[src/sv/rfc_pkg.sv]
// Shared widths, register indexes and sequencer state codes for the rail fence block.
package rfc_pkg;

   localparam int DEFAULT_MAX_LEN = 64;

   localparam int BYTE_W     = 8;
   localparam int RAIL_W     = 7;
   localparam int CSR_IDX_W  = 1;
   localparam int CSR_DATA_W = 7;

   // Register indexes on the csr port
   localparam logic [CSR_IDX_W-1:0] CSR_RAIL_COUNT = 1'd0;
   localparam logic [CSR_IDX_W-1:0] CSR_DIRECTION  = 1'd1;

   localparam logic [RAIL_W-1:0] RAIL_RESET = 7'd2;

   localparam logic DIR_ENCRYPT = 1'b0;
   localparam logic DIR_DECRYPT = 1'b1;

   typedef enum logic [3:0] {
      ST_LOAD = 4'b0001,
      ST_WALK = 4'b0010,
      ST_WAIT = 4'b0100,
      ST_DUMP = 4'b1000
   } state_type;

endpackage

[src/sv/rail_fence_cipher.sv]
// Rail fence transposition block: message load, zig-zag position walk and result output.
//
// A message is loaded one word per cycle (start high while busy is low) until the word
// marked req_in_last; words beyond MAX_LEN are dropped and every result of that message
// then carries rsp_overflow. After the last word busy rises and a small sequencer walks
// the zig-zag rail order, one candidate position per cycle (two candidates per period
// step on each rail). The top and bottom rails waste one candidate per step. Encrypt
// emits each result in the cycle after its position is found, with gaps where candidates
// are skipped. Decrypt scatters the message into a result RAM during the walk and then
// reads it out linearly, one result per cycle. Results appear on rsp_* for exactly one
// cycle each, marked by rsp_strobe; the receiver cannot stall them. The next message may
// start as soon as busy falls. The user must write configuration only while idle; the
// block itself does not enforce it.
module rail_fence_cipher #(
   parameter int MAX_LEN = rfc_pkg::DEFAULT_MAX_LEN
) (
   input  logic                           clock,
   input  logic                           reset,
   // input words
   input  logic                           start,
   output logic                           busy,
   input  logic [rfc_pkg::BYTE_W-1:0]     req_in_byte,
   input  logic                           req_in_last,
   // result words
   output logic                           rsp_strobe,
   output logic [rfc_pkg::BYTE_W-1:0]     rsp_out_byte,
   output logic                           rsp_out_last,
   output logic                           rsp_overflow,
   // configuration writes
   input  logic                           csr_write_en,
   input  logic [rfc_pkg::CSR_IDX_W-1:0]  csr_index,
   input  logic [rfc_pkg::CSR_DATA_W-1:0] csr_write_data
);

   import rfc_pkg::*;

   localparam int AW    = (MAX_LEN > 1) ? $clog2(MAX_LEN) : 1;
   localparam int CNT_W = $clog2(MAX_LEN + 1);
   // walk index reaches past the message by up to two rails plus one period
   localparam int IW    = $clog2(MAX_LEN + 512) + 1;
   localparam int PER_W = RAIL_W + 1;

   // sequencer and counters
   state_type            state_ff, state_in;
   logic [CNT_W-1:0]     count_ff, count_in;
   logic                 ovf_ff, ovf_in;
   logic [CNT_W-1:0]     len_ff, len_in;
   logic [AW-1:0]        k_ff, k_in;
   logic [RAIL_W-1:0]    q_ff, q_in;
   logic [IW-1:0]        i_ff, i_in;
   logic                 sel_ff, sel_in;
   logic                 pass_ff, pass_in;
   logic [PER_W-1:0]     period_ff, period_in;
   logic [RAIL_W-1:0]    rm1_ff, rm1_in;

   // configuration
   logic [RAIL_W-1:0]    rail_ff, rail_in;
   logic                 dir_ff, dir_in;

   // result stage and scatter write stage
   logic                 rsp_valid_ff, rsp_valid_in;
   logic                 rsp_last_ff, rsp_last_in;
   logic                 rsp_ovf_ff, rsp_ovf_in;
   logic                 rsp_src_ff, rsp_src_in;
   logic                 wr_en_ff, wr_en_in;
   logic [AW-1:0]        wr_addr_ff, wr_addr_in;

   // memory ports
   logic                 msg_we;
   logic [AW-1:0]        msg_rd_addr;
   logic [BYTE_W-1:0]    msg_rd_data;
   logic [BYTE_W-1:0]    res_rd_data;

   // walk unit
   logic                 full;
   logic [CNT_W-1:0]     count_next;
   logic                 pos_valid;
   logic [AW-1:0]        pos;
   logic                 in_range;
   logic [IW-1:0]        b_pos;
   logic                 last_hit;

   assign full       = (count_ff == CNT_W'(MAX_LEN));
   assign count_next = full ? count_ff : count_ff + CNT_W'(1);
   assign last_hit   = ((CNT_W'(k_ff) + CNT_W'(1)) == len_ff);
   assign in_range   = (i_ff < (IW'(len_ff) + IW'(q_ff)));
   assign b_pos      = i_ff + IW'(q_ff);

   // one candidate position per cycle: i - q on the first half-step, i + q on the second; k in pass mode
   always_comb begin
      pos_valid = 1'b0;
      pos       = k_ff;
      if (pass_ff) begin
         pos_valid = 1'b1;
         pos       = k_ff;
      end else if (!sel_ff) begin
         pos_valid = in_range && (i_ff >= IW'(q_ff));
         pos       = AW'(i_ff - IW'(q_ff));
      end else begin
         // top rail meets itself, bottom rail meets the next period's i - q
         pos_valid = (b_pos < IW'(len_ff)) && (q_ff != '0) && (q_ff != rm1_ff);
         pos       = AW'(b_pos);
      end
   end

   assign msg_we      = start && !busy && !full;
   assign msg_rd_addr = (dir_ff == DIR_DECRYPT) ? k_ff : pos;

   // next state
   always_comb begin
      state_in     = state_ff;
      count_in     = count_ff;
      ovf_in       = ovf_ff;
      len_in       = len_ff;
      k_in         = k_ff;
      q_in         = q_ff;
      i_in         = i_ff;
      sel_in       = sel_ff;
      pass_in      = pass_ff;
      period_in    = period_ff;
      rm1_in       = rm1_ff;
      rail_in      = rail_ff;
      dir_in       = dir_ff;
      rsp_valid_in = 1'b0;
      rsp_last_in  = rsp_last_ff;
      rsp_ovf_in   = rsp_ovf_ff;
      rsp_src_in   = rsp_src_ff;
      wr_en_in     = 1'b0;
      wr_addr_in   = wr_addr_ff;

      if (csr_write_en) begin
         case (csr_index)
            CSR_RAIL_COUNT: rail_in = csr_write_data[RAIL_W-1:0];
            CSR_DIRECTION:  dir_in  = csr_write_data[0];
            default: ;
         endcase
      end

      case (state_ff)
         ST_LOAD: begin
            if (start) begin
               count_in = count_next;
               if (full) begin
                  ovf_in = 1'b1;
               end
               if (req_in_last) begin
                  state_in  = ST_WALK;
                  len_in    = count_next;
                  k_in      = '0;
                  q_in      = '0;
                  i_in      = '0;
                  sel_in    = 1'b0;
                  pass_in   = (rail_ff <= RAIL_W'(1));
                  period_in = {rail_ff, 1'b0} - PER_W'(2);
                  rm1_in    = rail_ff - RAIL_W'(1);
               end
            end
         end
         ST_WALK: begin
            // advance the walker
            if (!pass_ff) begin
               if (!sel_ff) begin
                  if (in_range) begin
                     sel_in = 1'b1;
                  end else begin
                     q_in = q_ff + RAIL_W'(1);
                     i_in = '0;
                  end
               end else begin
                  sel_in = 1'b0;
                  i_in   = i_ff + IW'(period_ff);
               end
            end
            if (pos_valid) begin
               k_in = k_ff + AW'(1);
               if (dir_ff == DIR_DECRYPT) begin
                  wr_en_in   = 1'b1;
                  wr_addr_in = pos;
               end else begin
                  rsp_valid_in = 1'b1;
                  rsp_last_in  = last_hit;
                  rsp_ovf_in   = ovf_ff;
                  rsp_src_in   = 1'b0;
               end
               if (last_hit) begin
                  if (dir_ff == DIR_DECRYPT) begin
                     state_in = ST_WAIT;
                  end else begin
                     state_in = ST_LOAD;
                     count_in = '0;
                     ovf_in   = 1'b0;
                  end
               end
            end
         end
         ST_WAIT: begin
            // last scatter write lands this cycle
            state_in = ST_DUMP;
            k_in     = '0;
         end
         ST_DUMP: begin
            rsp_valid_in = 1'b1;
            rsp_last_in  = last_hit;
            rsp_ovf_in   = ovf_ff;
            rsp_src_in   = 1'b1;
            k_in         = k_ff + AW'(1);
            if (last_hit) begin
               state_in = ST_LOAD;
               count_in = '0;
               ovf_in   = 1'b0;
            end
         end
         default: begin
            state_in = ST_LOAD;
         end
      endcase
   end

   // control registers
   always_ff @(posedge clock) begin
      if (reset) begin
         state_ff     <= ST_LOAD;
         count_ff     <= '0;
         ovf_ff       <= 1'b0;
         rail_ff      <= RAIL_RESET;
         dir_ff       <= DIR_ENCRYPT;
         rsp_valid_ff <= 1'b0;
         wr_en_ff     <= 1'b0;
      end else begin
         state_ff     <= state_in;
         count_ff     <= count_in;
         ovf_ff       <= ovf_in;
         rail_ff      <= rail_in;
         dir_ff       <= dir_in;
         rsp_valid_ff <= rsp_valid_in;
         wr_en_ff     <= wr_en_in;
      end
   end

   // walker and payload registers
   always_ff @(posedge clock) begin
      len_ff      <= len_in;
      k_ff        <= k_in;
      q_ff        <= q_in;
      i_ff        <= i_in;
      sel_ff      <= sel_in;
      pass_ff     <= pass_in;
      period_ff   <= period_in;
      rm1_ff      <= rm1_in;
      rsp_last_ff <= rsp_last_in;
      rsp_ovf_ff  <= rsp_ovf_in;
      rsp_src_ff  <= rsp_src_in;
      wr_addr_ff  <= wr_addr_in;
   end

   // message store: written in arrival order
   rfc_ram #(
      .WIDTH (BYTE_W),
      .DEPTH (MAX_LEN)
   ) u_msg_ram (
      .clock   (clock),
      .wr_en   (msg_we),
      .wr_addr (count_ff[AW-1:0]),
      .wr_data (req_in_byte),
      .rd_addr (msg_rd_addr),
      .rd_data (msg_rd_data)
   );

   // result store: decrypt scatters into walk positions
   rfc_ram #(
      .WIDTH (BYTE_W),
      .DEPTH (MAX_LEN)
   ) u_res_ram (
      .clock   (clock),
      .wr_en   (wr_en_ff),
      .wr_addr (wr_addr_ff),
      .wr_data (msg_rd_data),
      .rd_addr (k_ff),
      .rd_data (res_rd_data)
   );

   // outputs
   assign busy         = (state_ff != ST_LOAD);
   assign rsp_strobe   = rsp_valid_ff;
   assign rsp_out_byte = rsp_src_ff ? res_rd_data : msg_rd_data;
   assign rsp_out_last = rsp_last_ff;
   assign rsp_overflow = rsp_ovf_ff;

endmodule

[src/sv/rfc_ram.sv]
// Generic single-write, single-read RAM with registered read data.
module rfc_ram #(
   parameter int WIDTH = 8,
   parameter int DEPTH = 64
) (
   input  logic                     clock,
   input  logic                     wr_en,
   input  logic [$clog2(DEPTH)-1:0] wr_addr,
   input  logic [WIDTH-1:0]         wr_data,
   input  logic [$clog2(DEPTH)-1:0] rd_addr,
   output logic [WIDTH-1:0]         rd_data
);

   logic [WIDTH-1:0] mem_ff [DEPTH];
   logic [WIDTH-1:0] rd_data_ff;

   // write port and registered read port
   always_ff @(posedge clock) begin
      if (wr_en) begin
         mem_ff[wr_addr] <= wr_data;
      end
      rd_data_ff <= mem_ff[rd_addr];
   end

   assign rd_data = rd_data_ff;

endmodule
[config.mk]
export PLATFORM = sky130hd
export DESIGN_NAME = rail_fence_cipher
export DESIGN_NICKNAME = d
export VERILOG_FILES = /design/src/sv/rfc_pkg.sv /design/src/sv/rail_fence_cipher.sv /design/src/sv/rfc_ram.sv
export SDC_FILE = /design/constraint.sdc
export NUM_CORES = 1
export LEC_CHECK = 0
export ABC_AREA = 1
export BUFFER_PORTS_ARGS = -buffer_cell sky130_fd_sc_hd__buf_2
export CORE_ASPECT_RATIO = 0.75
export CORE_UTILIZATION = 30
export CTS_CLUSTER_DIAMETER = 40
export DETAILED_ROUTE_END_ITERATION = 12
export PLACE_DENSITY = 0.51
export SYNTH_ARGS = -nofsm -noshare
export SYNTH_HDL_FRONTEND = slang
export SYNTH_SLANG_ARGS = --single-unit
[constraint.sdc]
create_clock -name clock -period 5.8 [get_ports clock]
set_input_delay 0 -clock clock [delete_from_list [all_inputs] [get_ports clock]]
set_output_delay 0 -clock clock [all_outputs]
set_load 0.005 [all_outputs]
# Word-level counts from Yosys, hierarchy flattened
# Memories as Yosys holds them, arrays and structs flattened. A register that Yosys moved wholly into a read port is not among the register bits.
# Index checks and enable logic that the tools add are counted.
dict set report word_totals {
  regBits 79
  mem_bits_rw 1024
  inputBits 21
  word_cells 147
  mem_count 2
}
# name depth width read_ports rd_clocked_by_memory_dff wr line
set memory_table {}
lappend memory_table {u_msg_ram.mem_ff 64 8 1 1 1 rfc_ram.sv:14} ;# logic [WIDTH-1:0] mem_ff [DEPTH];
lappend memory_table {u_res_ram.mem_ff 64 8 1 1 1 rfc_ram.sv:14}
dict set report classes {
  addsub 10
  magnitude_cmp 4
  n_eq_ne 19
  mux 65
  bitwise_logic 3
  reduce_logical 25
}
# op count
set op_table {}
lappend op_table {{$mux W7} 11}
lappend op_table {{$mux W11} 5}
lappend op_table {{$mux W6} 6}
lappend op_table {{$mux W1} 25}
lappend op_table {{$pmux W6 S4} 1}
lappend op_table {{$pmux W11 S2} 1}
lappend op_table {{$pmux W7 S3} 1}
lappend op_table {{$mux W4} 5}
lappend op_table {{$ne A2 B2 Y1 const B} 10}
lappend op_table {{$pmux W4 S4} 1}
lappend op_table {{$add A7 B1 Y7 const B} 2}
lappend op_table {{$pmux W7 S2} 1}
lappend op_table {{$reduce_and A6 Y1} 2}
lappend op_table {{$add A11 B7 Y11} 1}
lappend op_table {{$add A11 B8 Y11} 1}
lappend op_table {{$ge A11 B7 Y1} 1}
lappend op_table {{$lt A11 B7 Y1} 1}
lappend op_table {{$lt A11 B8 Y1} 1}
lappend op_table {{$pmux W1 S2} 5}
lappend op_table {{$reduce_and A5 Y1} 2}
lappend op_table {{$reduce_and A3 Y1} 3}
lappend op_table {{$add A7 B7 Y8} 1}
lappend op_table {{$mux W8} 1}
lappend op_table {{$reduce_and A4 Y1} 2}
lappend op_table {{other kinds (27)} 36}

# Depth between registers and ports, before layout
dict set report logic_depth {
  ltp_word 8
  depth_mapped 22
  ltp_nobuf 22
}

# By module
# Synthesis repeated with hierarchy kept, for this count alone.
dict set report hier_totals {
  cells_unflattened 4284
  hier_area_um2 47835.9
}
# mod n_inst cells_per_inst area_each_um2 seq_area_each_um2
set by_module_without_submodules {}
lappend by_module_without_submodules {{rfc_ram (u_msg_ram)} 1 1806 21345.5 15534.9}
lappend by_module_without_submodules {{rfc_ram (u_res_ram)} 1 1805 21339.2 15534.9}
lappend by_module_without_submodules {rail_fence_cipher 1 673 5151.2 1881.8}

# Least setup slack after synthesis
# OpenSTA, ideal clock, no wires.
dict set report synth_timing {
  path_kind {reg-to-reg}
  startpoint {reg q_ff[0]}
  endpoint {reg k_ff[0], enable pin}
  arrival_time_ns 3.037
  required_time_ns 5.486
  setup_slack_ns 2.449
  path_stages_with_launch 20
  n_path_buf 1
  period_less_slack_ns 3.351
  cell_sequence {edfxtp_1 > ha_1 > fa_1 > nand3_1 > nand2_1 > nand2_1 > nand2_1 > a21oi_1 > xor2_1 > ha_1 > a21oi_1 > o21ai_0 > nand2_1 > nand2_1 > nor2_1 > nand3_1 > nand4_2 > buf_4 > o311ai_0 > inv_1}
}
dict set report synth_via {
  elab_chain_cells 8
}
# element line
set synth_lines {}
lappend synth_lines {{start: declaration} rail_fence_cipher.sv:49} ;# logic [RAIL_W-1:0] q_ff, q_in;
lappend synth_lines {{start signal: assignment} rail_fence_cipher.sv:244} ;# q_ff <= q_in;
lappend synth_lines {{$add A11 B7 Y11} rail_fence_cipher.sv:87} ;# assign b_pos = i_ff + IW'(q_ff);
lappend synth_lines {{$lt A11 B7 Y1} rail_fence_cipher.sv:101} ;# pos_valid = (b_pos < IW'(len_ff)) && (q_ff != '0) && (q_ff != rm1_ff);
lappend synth_lines {{$logic_and A1 B1 Y1 (2 in series)} rail_fence_cipher.sv:101}
lappend synth_lines {{$mux W1 *} rail_fence_cipher.sv:96} ;# end else if (!sel_ff) begin
lappend synth_lines {{$mux W1 *} rail_fence_cipher.sv:93} ;# if (pass_ff) begin
lappend synth_lines {{$ne A2 B2 Y1 (no line) *} n/a}
lappend synth_lines {{$reduce_and A4 Y1 (no line) *} n/a}
lappend synth_lines {{end signal: assignment} rail_fence_cipher.sv:243} ;# k_ff <= k_in;
lappend synth_lines {{end: declaration} rail_fence_cipher.sv:48} ;# logic [AW-1:0] k_ff, k_in;
# Every way passes the cells marked *; elsewhere a longest branch is shown, timed or not.
# A chain may end at the register's enable or synchronous reset.

# Worst setup path in the final report
dict set report layout_timing {
  startpoint {reg i_ff[1]}
  endpoint {reg u_msg_ram.rd_data_ff[2] (netlist: u_msg_ram.rd_data[2]) (read register of u_msg_ram.mem_ff)}
}
dict set report layout_via {
  elab_chain_cells 4
}
# element line
set layout_lines {}
lappend layout_lines {{start: declaration} rail_fence_cipher.sv:50} ;# logic [IW-1:0] i_ff, i_in;
lappend layout_lines {{start signal: assignment} rail_fence_cipher.sv:245} ;# i_ff <= i_in;
lappend layout_lines {{$add A11 B7 Y11 or $sub A6 B6 Y6 (tied branches)} {rail_fence_cipher.sv:87, rail_fence_cipher.sv:98}}
lappend layout_lines {{$mux W6 *} rail_fence_cipher.sv:96}
lappend layout_lines {{$mux W6 *} rail_fence_cipher.sv:93}
lappend layout_lines {{$mux W6 *} rail_fence_cipher.sv:107} ;# assign msg_rd_addr = (dir_ff == DIR_DECRYPT) ? k_ff : pos;
lappend layout_lines {{end: declaration} rfc_ram.sv:15} ;# logic [WIDTH-1:0] rd_data_ff;
# Marks and branches as above.

==> summary.md <==
| Metric | Value |
|---|---|
| Fillers | `15500` |
| Sink Count | `1110` |
| Max rail drop VDD | `0.000314 V` |
| Worst slew pin tran | `1170 ps` |
| Tot Pwr | `around 21 mW` |
| Global Route Usage Sum | `between 10% and 20%` |
| Min cycle time layout | `~4000 ps` |
| Starting density of the core | `a little under a third` |
| Final Routed Wirelength | `132000 µm` |
| Worst-case clock buffer depth | `3` |
| Synthesized area | `about 47000 µm²` |
| Worst Hold Class | `input port to flip-flop` |
| Overflow after GRT | `0` |
| R2r endpoint | `u_msg_ram.rd_data[2]` |
| CTS tree | `done` |
| Worst setup margin | `1790 ps` |
| Most frequent cells after synthesis | `edfxtp_1 (1072), nand2_1 (829), nand3_1 (658)` |
| Cell Count Post-Placement | `roughly 6000` |
| PortBufs | `32` |
| Root Buffer Master | `clkbuf_16` |
| Vias in the first global route | `approximately 30000` |
| Post-CTS Hold Fix Bufs | `40` |
| Full die area | `roughly 160000 µm²` |
| WHS Path Cells | `3` |
| Final core utilization | `between 30% and 40%` |
| TritonCTS Buffers | `between 100 and 150` |
| Clock Skew | `about 30 ps` |
| Slew Limit Headroom | `~22%` |
| RePlAce Congestion | `just over 0.8` |
| Drt drc | `0` |
| # Post-CTS Setup Buffers | `0` |
| Hold Startpoint | `reset` |
| Area contributors post-synth | `edfxtp_1 (68%), nand3_1 (6.9%), nand2_1 (6.6%)` |
| Final HPWL from detailed placement | `73800 µm` |
| Layout cells sized above 1 | `roughly 7.9%` |
| DP Worst Slack | `~1900 ps` |
| Reg2reg start | `i_ff[1]` |
| Slew Limit Fails | `0` |
| Drt wl/cell | `between 20 and 25 µm` |
| CP Capture Type | `flip-flop` |
| Final Cycle Share | `69.2%` |
| Post-synth top area cell | `edfxtp_1` |
| Post-synth top area share | `about two thirds` |
| WS Path Type | `flip-flop to flip-flop` |
| Post-synthesis cell type count | `between 40 and 50` |
| Fraction of registers with async set/reset | `0%` |
| Vias per cell | `just under 5` |
| Crit start category | `flip-flop` |
| Worst R2R Path Depth | `15` |
| Syn. warnings | `0` |
| Setup slack, reg-to-reg | `1790 ps` |
| Max_cap viols | `0` |
| Via Count | `about 31000` |
| Synth Instances | `about 4100` |
| NumNets Final | `between 4000 and 5000` |
| Crit path DAT | `between 4000 and 5000 ps` |
| Vert. Die Dim | `about 350 µm` |
| Crit Path Max Fanout | `33` |
| Pwr/cell area | `389 nW/µm²` |
| Sequential-to-total area share from yosys stat | `a little over two thirds` |
| Initial antenna violation count | `0` |
| Worst skew pair latency | `780 ps` |
| F_max | `~0.25 GHz` |
| Multi-input logic area | `between 10000 and 15000 µm²` |
| Sequential Area | `roughly 33000 µm²` |
| P&R area growth vs syn | `14.5%` |
| CP required | `between 6000 and 7000 ps` |
| #FFs+latches synth | `approximately 1100` |
| Hold Path Sink | `state_ff[2]` |
| Average size of a mapped cell | `11.6 µm²` |
| ANT nets after route | `0` |
| Largest net degree at the start of global routing | `about 180` |
| Core Region | `between 150000 and 200000 µm²` |
| Hold Fails Final Rpt | `0` |
| DRT Pass-1 Iters | `5` |
| Static Leak | `19.1 nW` |
| Layout Cells excl Fill | `between 6000 and 7000` |
| First-pass GRT wire length | `approximately 200000 µm` |
| PostCTS Resize Cnt | `0` |
| Post-synth EDFFs | `about 1100` |
| Main synth FF type | `edfxtp_1` |
| Io pins | `33` |
| Worst-path clk slew | `roughly 60 ps` |
| Status | `finished, final reports clean` |
| Setup TNS | `0 ps` |
| Final setup fails | `0` |
| Most frequent cell after synthesis | `edfxtp_1` |
| Syn Nets | `around 4200` |
| H-tree depth | `4` |
| Starting DRT DRC Count | `2875` |
| DIE WIDTH | `about 460 µm` |
| RSZ-0062 raised after global routing | `false` |
| Row count | `about 130` |
-- worst max-delay path, cell delays in order, from the launching register on --
cell and delay [ps]:
edfxtp_1 510, ha_1 310, fa_1 460, inv_1 80, nor2_1 50, o21ai_0 160
nand3_1 190, o211ai_1 140, nand2_1 90, buf_4 260, inv_1 910, nand3_1 330
nand3_1 210, nand2_1 80, nand2_1 60, nand2_1 60
-- per-stage QoR --
stage          hold slack, ps  instance area [µm²]
2_1_floorplan            69.1                47500
3_3_place_gp              220                49700
3_5_place_dp              226                49700
4_1_cts                  14.2                54300
5_1_grt                  62.6                54300
6_report                 68.7                54300
-- area by class of cell --
class	count	area share (%)
antenna	1	0.00461
clock inverter	83	1.53
tap	2112	4.86
inverter	132	0.923
multi-input combinational	2585	23.8
timing repair buffer	123	1.92
clock buffer	157	6.31
sequential	1110	60.7
-- placed cells by master (no fill, tap or decap), drive strengths merged --
cell / count
a211oi: 1
a21boi: 1
a21o: 2
a21oi: 38
a22oi: 1
a31oi: 3
and2: 1
buf: 83
bufinv: 7
clkbuf: 157
clkinv: 54
clkinvlp: 6
dfxtp: 38
diode: 1
dlygate4sd3: 40
edfxtp: 1072
fa: 4
ha: 48
inv: 148
mux2: 8
mux2i: 62
nand2: 834
nand3: 659
nand4: 20
nor2: 418
nor3: 23
nor3b: 1
nor4: 3
o211ai: 67
o21ai: 228
o21bai: 3
o221ai: 63
o22ai: 67
o311ai: 2
o31ai: 1
or2: 3
xnor2: 13
xor2: 11
-- sequential cells by signal, indices dropped and copies added (netlist names), 4 cells and up --
name               flops
wr_addr_ff             6
rail_ff                7
k_ff                   6
len_ff                 7
u_res_ram.rd_data      8
rm1_ff                 7
state_ff               4
i_ff                  10
u_msg_ram.rd_data      8
q_ff                   7
u_msg_ram.mem_ff     512
u_res_ram.mem_ff     512
count_ff               7
-- how the worst max path moves through the flow --
| stage | endpoint | start | slack [ps] | cells past startpoint |
|---|---|---|---|---|
| 2_1_floorplan | k_ff[0] | q_ff[0] | 2450 | 19 |
| 3_3_place_gp | k_ff[3] | q_ff[5] | 1930 | 18 |
| 3_5_place_dp | u_msg_ram.rd_data[2] | i_ff[1] | 1910 | 15 |
| 4_1_cts | u_msg_ram.rd_data[2] | i_ff[1] | 1880 | 15 |
| 5_1_grt | u_msg_ram.rd_data[2] | q_ff[1] | 1570 | 15 |
| 6_report | u_msg_ram.rd_data[2] | i_ff[1] | 1790 | 15 |
-- power by group --
group | total, mW | switching, mW | leakage (nW) | internal [mW]
Sequential | 9.50 | 0.0985 | 10.0 | 9.40
Clock | 8.14 | 3.51 | 2.07 | 4.63
Combinational | 3.49 | 2.65 | 6.94 | 0.844
Total | 21.1 | 6.25 | 19.1 | 14.9
-- per-layer routing --
metal / routed length (µm) / share of wire, % / GRT usage [%] / vias up
met5: 0 / 0 / 0 / -
met3: 8160 / 6.2 / 3.08 / 166
met4: 2520 / 1.9 / 4.80 / 0
met2: 58200 / 44 / 24.0 / 930
met1: 62800 / 48 / 23.9 / 15500
li1: - / - / - / 14700
-- cell families after synthesis --
group                    share of synthesized area [%]
AND/OR/NAND/NOR                                   17.5
flip-flops                                        69.4
AO/OA/AOI/OAI                                     6.18
buffers and inverters                             3.52
multiplexers                                      1.50
adder cells (fa/ha/maj)                           1.43
XOR/XNOR                                         0.443
(Power assumes the default switching activity.)
